$ cat src/hdl/mes_pkg.sv
// Shared types, codes and constants for the MIDI event scheduler.
`timescale 1ns / 1ps
`default_nettype none
package mes_pkg;

	localparam int TABLE_DEPTH_DEF = 32;

	localparam logic [7:0] NOTE_MAX = 8'd127;
	localparam logic [7:0] VALUE_MAX = 8'd127;
	localparam logic [7:0] CHAN_MAX = 8'd16;

	typedef enum logic [1:0] {
		OP_POST = 2'd0,
		OP_PROCESS = 2'd1,
		OP_CLEAR = 2'd2,
		OP_NONE = 2'd3
	} opcode_t;

	localparam logic [1:0] EV_NOTE_ON = 2'd0;
	localparam logic [1:0] EV_NOTE_OFF = 2'd1;
	localparam logic [1:0] EV_CC = 2'd2;
	localparam logic [1:0] EV_OTHER = 2'd3;

	localparam logic [2:0] KIND_NOTE_ON = 3'd0;
	localparam logic [2:0] KIND_NOTE_OFF = 3'd1;
	localparam logic [2:0] KIND_CC = 3'd2;
	localparam logic [2:0] KIND_NONE = 3'd3;
	localparam logic [2:0] KIND_FULL = 3'd4;

	typedef struct packed {
		logic [4:0] channel;
		logic [6:0] value;
		logic [6:0] note;
		logic [1:0] ev_type;
	} msg_t;

	typedef struct packed {
		logic [31:0] due;
		msg_t msg;
	} entry_t;

	// first field in the highest bits
	typedef struct packed {
		logic [32:0] buffer_offset;
		logic [4:0] out_channel;
		logic [6:0] out_value;
		logic [6:0] out_note;
		logic [2:0] out_kind;
	} result_t;

	typedef enum logic [2:0] {
		ST_IDLE,
		ST_POST2,
		ST_P_RD,
		ST_P_CHK,
		ST_P_MV,
		ST_C_RD,
		ST_C_CHK,
		ST_FLUSH
	} state_t;

endpackage
`default_nettype wire

$ cat src/hdl/midi_event_scheduler_unit.sv
// Top level of the MIDI event scheduler: sequencer, compare/offset unit, output beat.
// Post: writes the event; a note-on also writes its note-off in ST_POST2; a full table
// writes nothing and returns a status beat. Process: removes due entries, emitting those
// not EV_OTHER; clear: emits a note-off per note entry; either ends with a final beat.
// A waiting beat stalls the scan. Not ready until the last beat is in the output reg.
// arst_n empties the table and output; slot contents are undefined until written.
`timescale 1ns / 1ps
`default_nettype none
module midi_event_scheduler_unit
	import mes_pkg::*;
#(
	parameter int TABLE_DEPTH = TABLE_DEPTH_DEF
) (
	input  wire logic clk,
	input  wire logic arst_n,
	input  wire logic s_axis_tvalid,
	output logic s_axis_tready,
	// opcode, event_type, note_or_control, velocity_or_value, channel_number,
	// due_time, note_length, window_end, window_length, 4 zero bits
	input  wire logic [135:0] s_axis_tdata,
	output logic m_axis_tvalid,
	input  wire logic m_axis_tready,
	// out_kind, out_note, out_value, out_channel, buffer_offset, 1 zero bit
	output logic [55:0] m_axis_tdata,
	output logic m_axis_tlast
);

	localparam int AW = $clog2(TABLE_DEPTH);
	localparam int CW = $clog2(TABLE_DEPTH + 1);
	localparam logic [CW:0] DEPTH_C = (CW + 1)'(TABLE_DEPTH);

	state_t state_q, state_nx;
	logic [CW-1:0] count_q;
	logic [AW-1:0] idx_q;
	logic [31:0] wend_q;
	logic [15:0] wlen_q;
	entry_t off_q;
	result_t pend_q;
	logic pend_valid_q;
	result_t out_q;
	logic out_valid_q, out_last_q;

	logic wr_en;
	logic [AW-1:0] wr_addr, rd_addr;
	entry_t wr_data, rd_data;

	// input fields
	logic [1:0] in_op, in_type;
	logic [7:0] in_note, in_val, in_ch;
	logic [31:0] in_due, in_wend;
	logic [23:0] in_len;
	logic [15:0] in_wlen;

	assign in_op = s_axis_tdata[1:0];
	assign in_type = s_axis_tdata[3:2];
	assign in_note = s_axis_tdata[11:4];
	assign in_val = s_axis_tdata[19:12];
	assign in_ch = s_axis_tdata[27:20];
	assign in_due = s_axis_tdata[59:28];
	assign in_len = s_axis_tdata[83:60];
	assign in_wend = s_axis_tdata[115:84];
	assign in_wlen = s_axis_tdata[131:116];

	logic s_fire, out_free, table_full, clr_last;
	logic [AW-1:0] last_idx;
	msg_t post_msg;
	logic [32:0] end_sum;
	logic [32:0] offset;
	logic is_due, emit, stall, push;
	result_t new_res, push_res;

	assign s_axis_tready = (state_q == ST_IDLE);
	assign s_fire = s_axis_tvalid && s_axis_tready;
	assign out_free = !out_valid_q || m_axis_tready;

	assign table_full = ({1'b0, count_q} + ((in_type == EV_NOTE_ON) ? (CW + 1)'(2) : (CW + 1)'(1)))
		> DEPTH_C;
	assign last_idx = AW'(count_q - CW'(1));
	assign clr_last = ({1'b0, idx_q} + (CW + 1)'(1)) == {1'b0, count_q};

	always_comb begin
		post_msg.ev_type = in_type;
		post_msg.note = (in_note > NOTE_MAX) ? 7'd127 : in_note[6:0];
		post_msg.value = (in_val > VALUE_MAX) ? 7'd127 : in_val[6:0];
		post_msg.channel = (in_ch > CHAN_MAX) ? 5'd16 : in_ch[4:0];
	end

	assign end_sum = {1'b0, in_due} + {9'b0, in_len};

	// shared compare / offset unit
	assign is_due = rd_data.due <= wend_q;
	assign offset = {1'b0, rd_data.due} - {1'b0, wend_q} + {17'b0, wlen_q};

	always_comb begin
		new_res.out_kind = {1'b0, rd_data.msg.ev_type};
		new_res.out_note = rd_data.msg.note;
		new_res.out_value = rd_data.msg.value;
		new_res.out_channel = rd_data.msg.channel;
		new_res.buffer_offset = offset;
		emit = 1'b0;
		if (state_q == ST_P_CHK) begin
			emit = is_due && (rd_data.msg.ev_type != EV_OTHER);
		end else if (state_q == ST_C_CHK) begin
			emit = (rd_data.msg.ev_type == EV_NOTE_ON) || (rd_data.msg.ev_type == EV_NOTE_OFF);
			new_res.out_kind = KIND_NOTE_OFF;
			new_res.out_value = '0;
			new_res.buffer_offset = '0;
		end
	end

	assign stall = emit && pend_valid_q && !out_free;

	always_comb begin
		push = (emit && pend_valid_q && out_free) || (state_q == ST_FLUSH && out_free);
		push_res = pend_q;
		if (state_q == ST_FLUSH && !pend_valid_q) begin
			push_res = '0;
			push_res.out_kind = KIND_NONE;
		end
	end

	// next state
	always_comb begin
		state_nx = state_q;
		unique case (state_q)
			ST_IDLE: begin
				if (s_fire) begin
					unique case (opcode_t'(in_op))
						OP_POST: begin
							if (table_full) state_nx = ST_FLUSH;
							else if (in_type == EV_NOTE_ON) state_nx = ST_POST2;
						end
						OP_PROCESS: state_nx = (count_q == '0) ? ST_FLUSH : ST_P_RD;
						OP_CLEAR: state_nx = (count_q == '0) ? ST_FLUSH : ST_C_RD;
						OP_NONE: state_nx = ST_IDLE;
						default: state_nx = ST_IDLE;
					endcase
				end
			end
			ST_POST2: state_nx = ST_IDLE;
			ST_P_RD: state_nx = ST_P_CHK;
			ST_P_CHK: begin
				if (!stall) begin
					if (is_due) state_nx = ST_P_MV;
					else state_nx = (idx_q == '0) ? ST_FLUSH : ST_P_RD;
				end
			end
			ST_P_MV: state_nx = (idx_q == '0) ? ST_FLUSH : ST_P_RD;
			ST_C_RD: state_nx = ST_C_CHK;
			ST_C_CHK: begin
				if (!stall) state_nx = clr_last ? ST_FLUSH : ST_C_RD;
			end
			ST_FLUSH: begin
				if (out_free) state_nx = ST_IDLE;
			end
			default: state_nx = ST_IDLE;
		endcase
	end

	// table port control
	always_comb begin
		wr_en = 1'b0;
		wr_addr = count_q[AW-1:0];
		wr_data = '0;
		rd_addr = idx_q;
		unique case (state_q)
			ST_IDLE: begin
				wr_en = s_fire && (in_op == OP_POST) && !table_full;
				wr_data.due = in_due;
				wr_data.msg = post_msg;
			end
			ST_POST2: begin
				wr_en = 1'b1;
				wr_data = off_q;
			end
			ST_P_CHK: begin
				if (is_due && !stall) rd_addr = last_idx;
			end
			ST_P_MV: begin
				wr_en = 1'b1;
				wr_addr = idx_q;
				wr_data = rd_data;
			end
			ST_P_RD, ST_C_RD, ST_C_CHK, ST_FLUSH: begin
				rd_addr = idx_q;
			end
			default: rd_addr = idx_q;
		endcase
	end

	mes_slot_ram #(
		.TABLE_DEPTH(TABLE_DEPTH)
	) u_ram (
		.clk(clk),
		.wr_en(wr_en),
		.wr_addr(wr_addr),
		.wr_data(wr_data),
		.rd_addr(rd_addr),
		.rd_data(rd_data)
	);

	always_ff @(posedge clk or negedge arst_n) begin
		if (!arst_n) begin
			state_q <= ST_IDLE;
			count_q <= '0;
			pend_valid_q <= 1'b0;
			out_valid_q <= 1'b0;
		end else begin
			state_q <= state_nx;
			if (push) out_valid_q <= 1'b1;
			else if (m_axis_tready) out_valid_q <= 1'b0;
			if (emit && !stall) pend_valid_q <= 1'b1;
			else if (state_q == ST_FLUSH && out_free) pend_valid_q <= 1'b0;
			if (state_q == ST_IDLE && s_fire && in_op == OP_POST) begin
				if (table_full) pend_valid_q <= 1'b1;
				else count_q <= count_q + CW'(1);
			end
			if (state_q == ST_POST2) count_q <= count_q + CW'(1);
			if (state_q == ST_P_MV) count_q <= count_q - CW'(1);
			if (state_q == ST_C_CHK && !stall && clr_last) count_q <= '0;
		end
	end

	always_ff @(posedge clk) begin
		if (state_q == ST_IDLE && s_fire) begin
			wend_q <= in_wend;
			wlen_q <= in_wlen;
			idx_q <= (in_op == OP_PROCESS) ? last_idx : '0;
			off_q <= {(end_sum[32] ? 32'hFFFF_FFFF : end_sum[31:0]), post_msg.channel, 7'd0,
				post_msg.note, EV_NOTE_OFF};
			pend_q <= result_t'({52'd0, KIND_FULL});
		end
		if (emit && !stall) pend_q <= new_res;
		if (state_q == ST_P_CHK && !stall && !is_due && idx_q != '0) idx_q <= idx_q - AW'(1);
		if (state_q == ST_P_MV && idx_q != '0) idx_q <= idx_q - AW'(1);
		if (state_q == ST_C_CHK && !stall) idx_q <= idx_q + AW'(1);
		if (push) begin
			out_q <= push_res;
			out_last_q <= (state_q == ST_FLUSH);
		end
	end

	assign m_axis_tvalid = out_valid_q;
	assign m_axis_tdata = {1'b0, out_q};
	assign m_axis_tlast = out_last_q;

endmodule
`default_nettype wire

$ cat src/hdl/mes_slot_ram.sv
// Event table storage: one write port, one registered read port.
`timescale 1ns / 1ps
`default_nettype none
module mes_slot_ram
	import mes_pkg::*;
#(
	parameter int TABLE_DEPTH = TABLE_DEPTH_DEF
) (
	input  wire logic clk,
	input  wire logic wr_en,
	input  wire logic [$clog2(TABLE_DEPTH)-1:0] wr_addr,
	input  wire entry_t wr_data,
	input  wire logic [$clog2(TABLE_DEPTH)-1:0] rd_addr,
	output entry_t rd_data
);

	entry_t mem [TABLE_DEPTH];

	always_ff @(posedge clk) begin
		if (wr_en) begin
			mem[wr_addr] <= wr_data;
		end
		rd_data <= mem[rd_addr];
	end

endmodule
`default_nettype wire

$ cat config.mk
export PLATFORM = sky130hd
export DESIGN_NAME = midi_event_scheduler_unit
export DESIGN_NICKNAME = d
export VERILOG_FILES = /design/src/hdl/mes_pkg.sv /design/src/hdl/midi_event_scheduler_unit.sv /design/src/hdl/mes_slot_ram.sv
export SDC_FILE = /design/constraint.sdc
export NUM_CORES = 2
export LEC_CHECK = 0
export BUFFER_PORTS_ARGS = -buffer_cell sky130_fd_sc_hd__buf_4
export CAP_MARGIN = 10
export CORE_MARGIN = 4
export CORE_UTILIZATION = 50
export CTS_CLUSTER_DIAMETER = 100
export CTS_CLUSTER_SIZE = 30
export DETAILED_ROUTE_END_ITERATION = 8
export PLACE_DENSITY = 0.65
export SYNTH_ARGS = -nofsm -noshare
export SYNTH_HDL_FRONTEND = slang
export SYNTH_HIERARCHICAL = 1
export SYNTH_SLANG_ARGS = --single-unit
$ cat constraint.sdc
create_clock -name clk -period 8.6 [get_ports clk]
set_input_delay 1.72 -clock clk [delete_from_list [all_inputs] [get_ports clk]]
set_output_delay 1.72 -clock clk [all_outputs]
set_load 0.005 [all_outputs]
==> impl_results.md <==
- Ys async rst share: 0.559%
- Clk_lat worst skew: 0.73 ns
- Fin. Hold Viols: 0
- Initial antenna violation count: 2
- Final HPWL DP: 118000 microns
- Min-Delay Path Class: flip-flop to flip-flop
- Row count: 147
- RSZ-0062 raised after global routing: no
- Root buffer cell: clkbuf_16
- Htree depth: 3
- Yosys reg bits: 1968
- Critical Path RT: about 9.0 ns
- Worst setup SP type: input port
- Yosys cell types: between 70 and 80
- Clock power frac: around 14%
- Clk sinks: between 1500 and 2000
- WL met1: 88000 microns
- DR vias: 44992
- Most used DFF post-synth: edfxtp_1
- Final period util: a little under three quarters
- Via density: ~6
- CTS buffer count: 77
- Starting Density: between 50% and 60%
- Mapped cell area: 81000 sq um
- Sw Share: 39.2%
- Worst-path maximum fanout: 23
- Critical Path End Type: flip-flop
- Post-Route WL: slightly above 200000 microns
- Leak: 31.0 nW
- WL/cell: 27.1 microns
- Layout Nets: approximately 5500
- Slew headroom: 19.0%
- Avg Cell Area, Syn: 15.8 sq um
- DRC: 0
- Comb pwr share: between 40% and 50%
- Placed cells: 7346
- Gr ovfl total: 0
- Internal power: 19.6 mW
- Max Used Layer: met5
- Core footprint: 161000 sq um
- Die Area: 169000 sq um
- Pin count of the biggest net entering global routing: about 120
- Sequential cell area fraction in the yosys report: between 70% and 80%
- Setup Buffers After CTS: 0
- Port bufs: between 150 and 200
- Met3 wire length: 15200 microns
- Switching power total: 12.6 mW
- Gr usage total: 23.7%
- Layout cells sized above 1: a little under 10%
- Number of DRC markers in iteration 0: 4859
- Met2 wire length: 96100 microns
- Post-cts resize count: 0
- Final std cells w/o fill: ~7500
- Layout Skew: 0.0423 ns
- Power per cell area: 365 nW/um^2
- Max cap viols: 0
- Fmax: between 150 and 200 MHz
- Synthesis-to-layout area growth: 8.87%
- Mapped Nets: 5377
- Drt pass-1 iters: 6
- Antenna Nets Post-Route: 0
- VDD IR-drop max: 313 uV
- Setup violators final: 0
- CTS Hold Bufs: 0
- Worst slew pin tran: 1.21 ns
- Crit path DAT: 6.49 ns
- Max-slew violation count: 0
- Hold Slack: approximately 0.52 ns
- Status: complete, no violations
- Reg power frac: 42.0%
- Number of global-route vias before repair: around 43000
- Ports: 199
- Gpl congestion: 0.897
- Die width: ~410 microns
- Clock Path Buffers: 3
- Synth Warn #: 6
- Setup_tns: 0 ns
- Post-Synthesis Cells: 5117
- Crit path kind: input port to flip-flop
- Crit path time final: just over 6 ns
- First-pass GRT wire length: 294000 microns
- Clock transition at the registers of the reported paths: 0.11 ns
- CTS tree: built
- DIE HEIGHT: 410 microns
- Post-synth EDFFs: about 1900
power groups by stage:
| stage | clock [mW] | sequential, mW | combinational, mW |
|---|---|---|---|
| after floorplan | 0 | 13.5 | 9.26 |
| after global placement | 0 | 13.7 | 13.7 |
| after detailed placement | 0 | 13.8 | 13.8 |
| after CTS | 4.77 | 13.5 | 13.9 |
| after global routing | 5.14 | 13.6 | 15.0 |
| final | 4.67 | 13.5 | 14.0 |
cell usage after synthesis (all sizes together), types with 9 or more instances:
library cell	instances	area [sq um]
edfxtp	1904	57200
mux2i	895	8960
a21oi	258	1290
nand2	253	950
nand3	182	911
nor2	176	661
a22oi	163	1220
buf	155	917
inv	132	495
clkbuf	110	418
a22o	108	946
ha	94	1180
and2	85	532
nor3	77	395
a31oi	72	450
o21ai	70	350
dfxtp	53	1060
xnor2	27	236
a21o	26	195
fa	26	521
nand2b	20	125
xor2	19	166
nand4	15	93.8
and3	14	87.6
o211ai	13	97.6
o21a	13	97.6
or2	13	81.3
a211oi	12	90.1
nor3b	12	105
dfrtp	11	275
a2bb2oi	9	78.8
area by class of cell:
type	instances	area, sq um
fillers	12637	72600
flip-flops and latches	1968	58500
multi-input cells	2751	21000
repair buffers	340	3100
well taps	2160	2700
clock buffers	130	2180
inverters	133	502
clock inverters	12	180
diodes	1	2.50
layer usage:
layer | up-vias | GRT usage [%]
met2 | 1765 | 38.3
met3 | 207 | 2.74
met5 | - | 0
li1 | 19989 | -
met4 | 2 | 5.17
met1 | 23029 | 34.8
stage by stage:
step	setup slack (ns)	utilization, %	total power, mW	instance area (sq um)
floorplan	0.780	-	22.8	81000
global placement	1.94	53.3	27.4	85700
detailed placement	1.90	53.3	27.6	85700
CTS	2.58	54.8	32.2	88100
global route	2.23	54.9	33.8	88200
finish	2.46	54.9	32.2	88200
placed cells by master, fill, tap and decap left out, drive strengths merged, types with 5 or more instances in the layout:
cell type / count
nor2b: 7
o21bai: 5
nand2b: 20
xnor2: 27
and4: 7
ha: 94
nor4: 6
nand4: 15
and2: 85
nand3b: 8
or2: 13
dfxtp: 53
or3: 7
inv: 139
xor2: 19
o21ai: 70
edfxtp: 1904
buf: 340
nor2: 176
a21o: 26
a2bb2oi: 9
nor3: 77
nand3: 182
dfrtp: 11
o21a: 13
a22o: 108
clkbuf: 130
nor3b: 12
mux2i: 895
a22oi: 163
fa: 26
a211oi: 12
a21oi: 258
o211ai: 13
a31oi: 72
nand2: 253
and3: 14
final timing paths:
path,depth (start not counted),slack (ns),end,from
hold reg to reg,1,0.52,m_axis_tdata[1]$_SDFFCE_PP1P_,pend_q[1]$_SDFFCE_PN0P_
min in group asynchronous,1,0.82,pend_valid_q$_DFF_PN0_,arst_n
setup / recovery,15,2.46,u_ram/mem[5][4]$_DFFE_PP_,s_axis_tdata[3]
setup reg to reg,14,2.50,u_ram/rd_data[17]$_DFF_P_,u_ram/rd_data[31]$_DFF_P_
max in group asynchronous,1,7.61,count_q[1]$_DFFE_PN0P_,arst_n
hold / removal,1,0.52,m_axis_tdata[1]$_SDFFCE_PP1P_,pend_q[1]$_SDFFCE_PN0P_
registers in the layout, indices dropped and copies added, names as in the netlist:
signal and count:
m_axis_tdata 55, pend_q 55, count_q 6, idx_q 5, wlen_q 16, m_axis_tlast 1
m_axis_tvalid 1, u_ram/rd_data 53, state_q 3, off_q 44, wend_q 32, pend_valid_q 1
u_ram/mem 1696
cells by family after synthesis:
family	Yosys count	synth area share, %
flip-flops	1968	72.2
multiplexers	897	11.1
AND/OR/NAND/NOR	888	5.23
AO/OA/AOI/OAI	799	6.58
buffers and inverters	398	2.26
adder cells (fa/ha/maj)	120	2.09
XOR/XNOR	46	0.497
other	1	0.00463
critical path, stage by stage:
cell	delay [ns]
buf_4	0.09
nor2_1	0.08
inv_1	0.10
ha_1	0.17
inv_1	0.06
fa_1	0.41
nand2b_1	0.15
o22ai_1	0.25
a2111oi_0	0.15
o21ai_0	0.33
nand4_1	0.28
nand2_1	0.45
nand3b_1	0.71
nor2_4	0.93
buf_4	0.57
No activity file was read; power rests on OpenSTA's default activity.
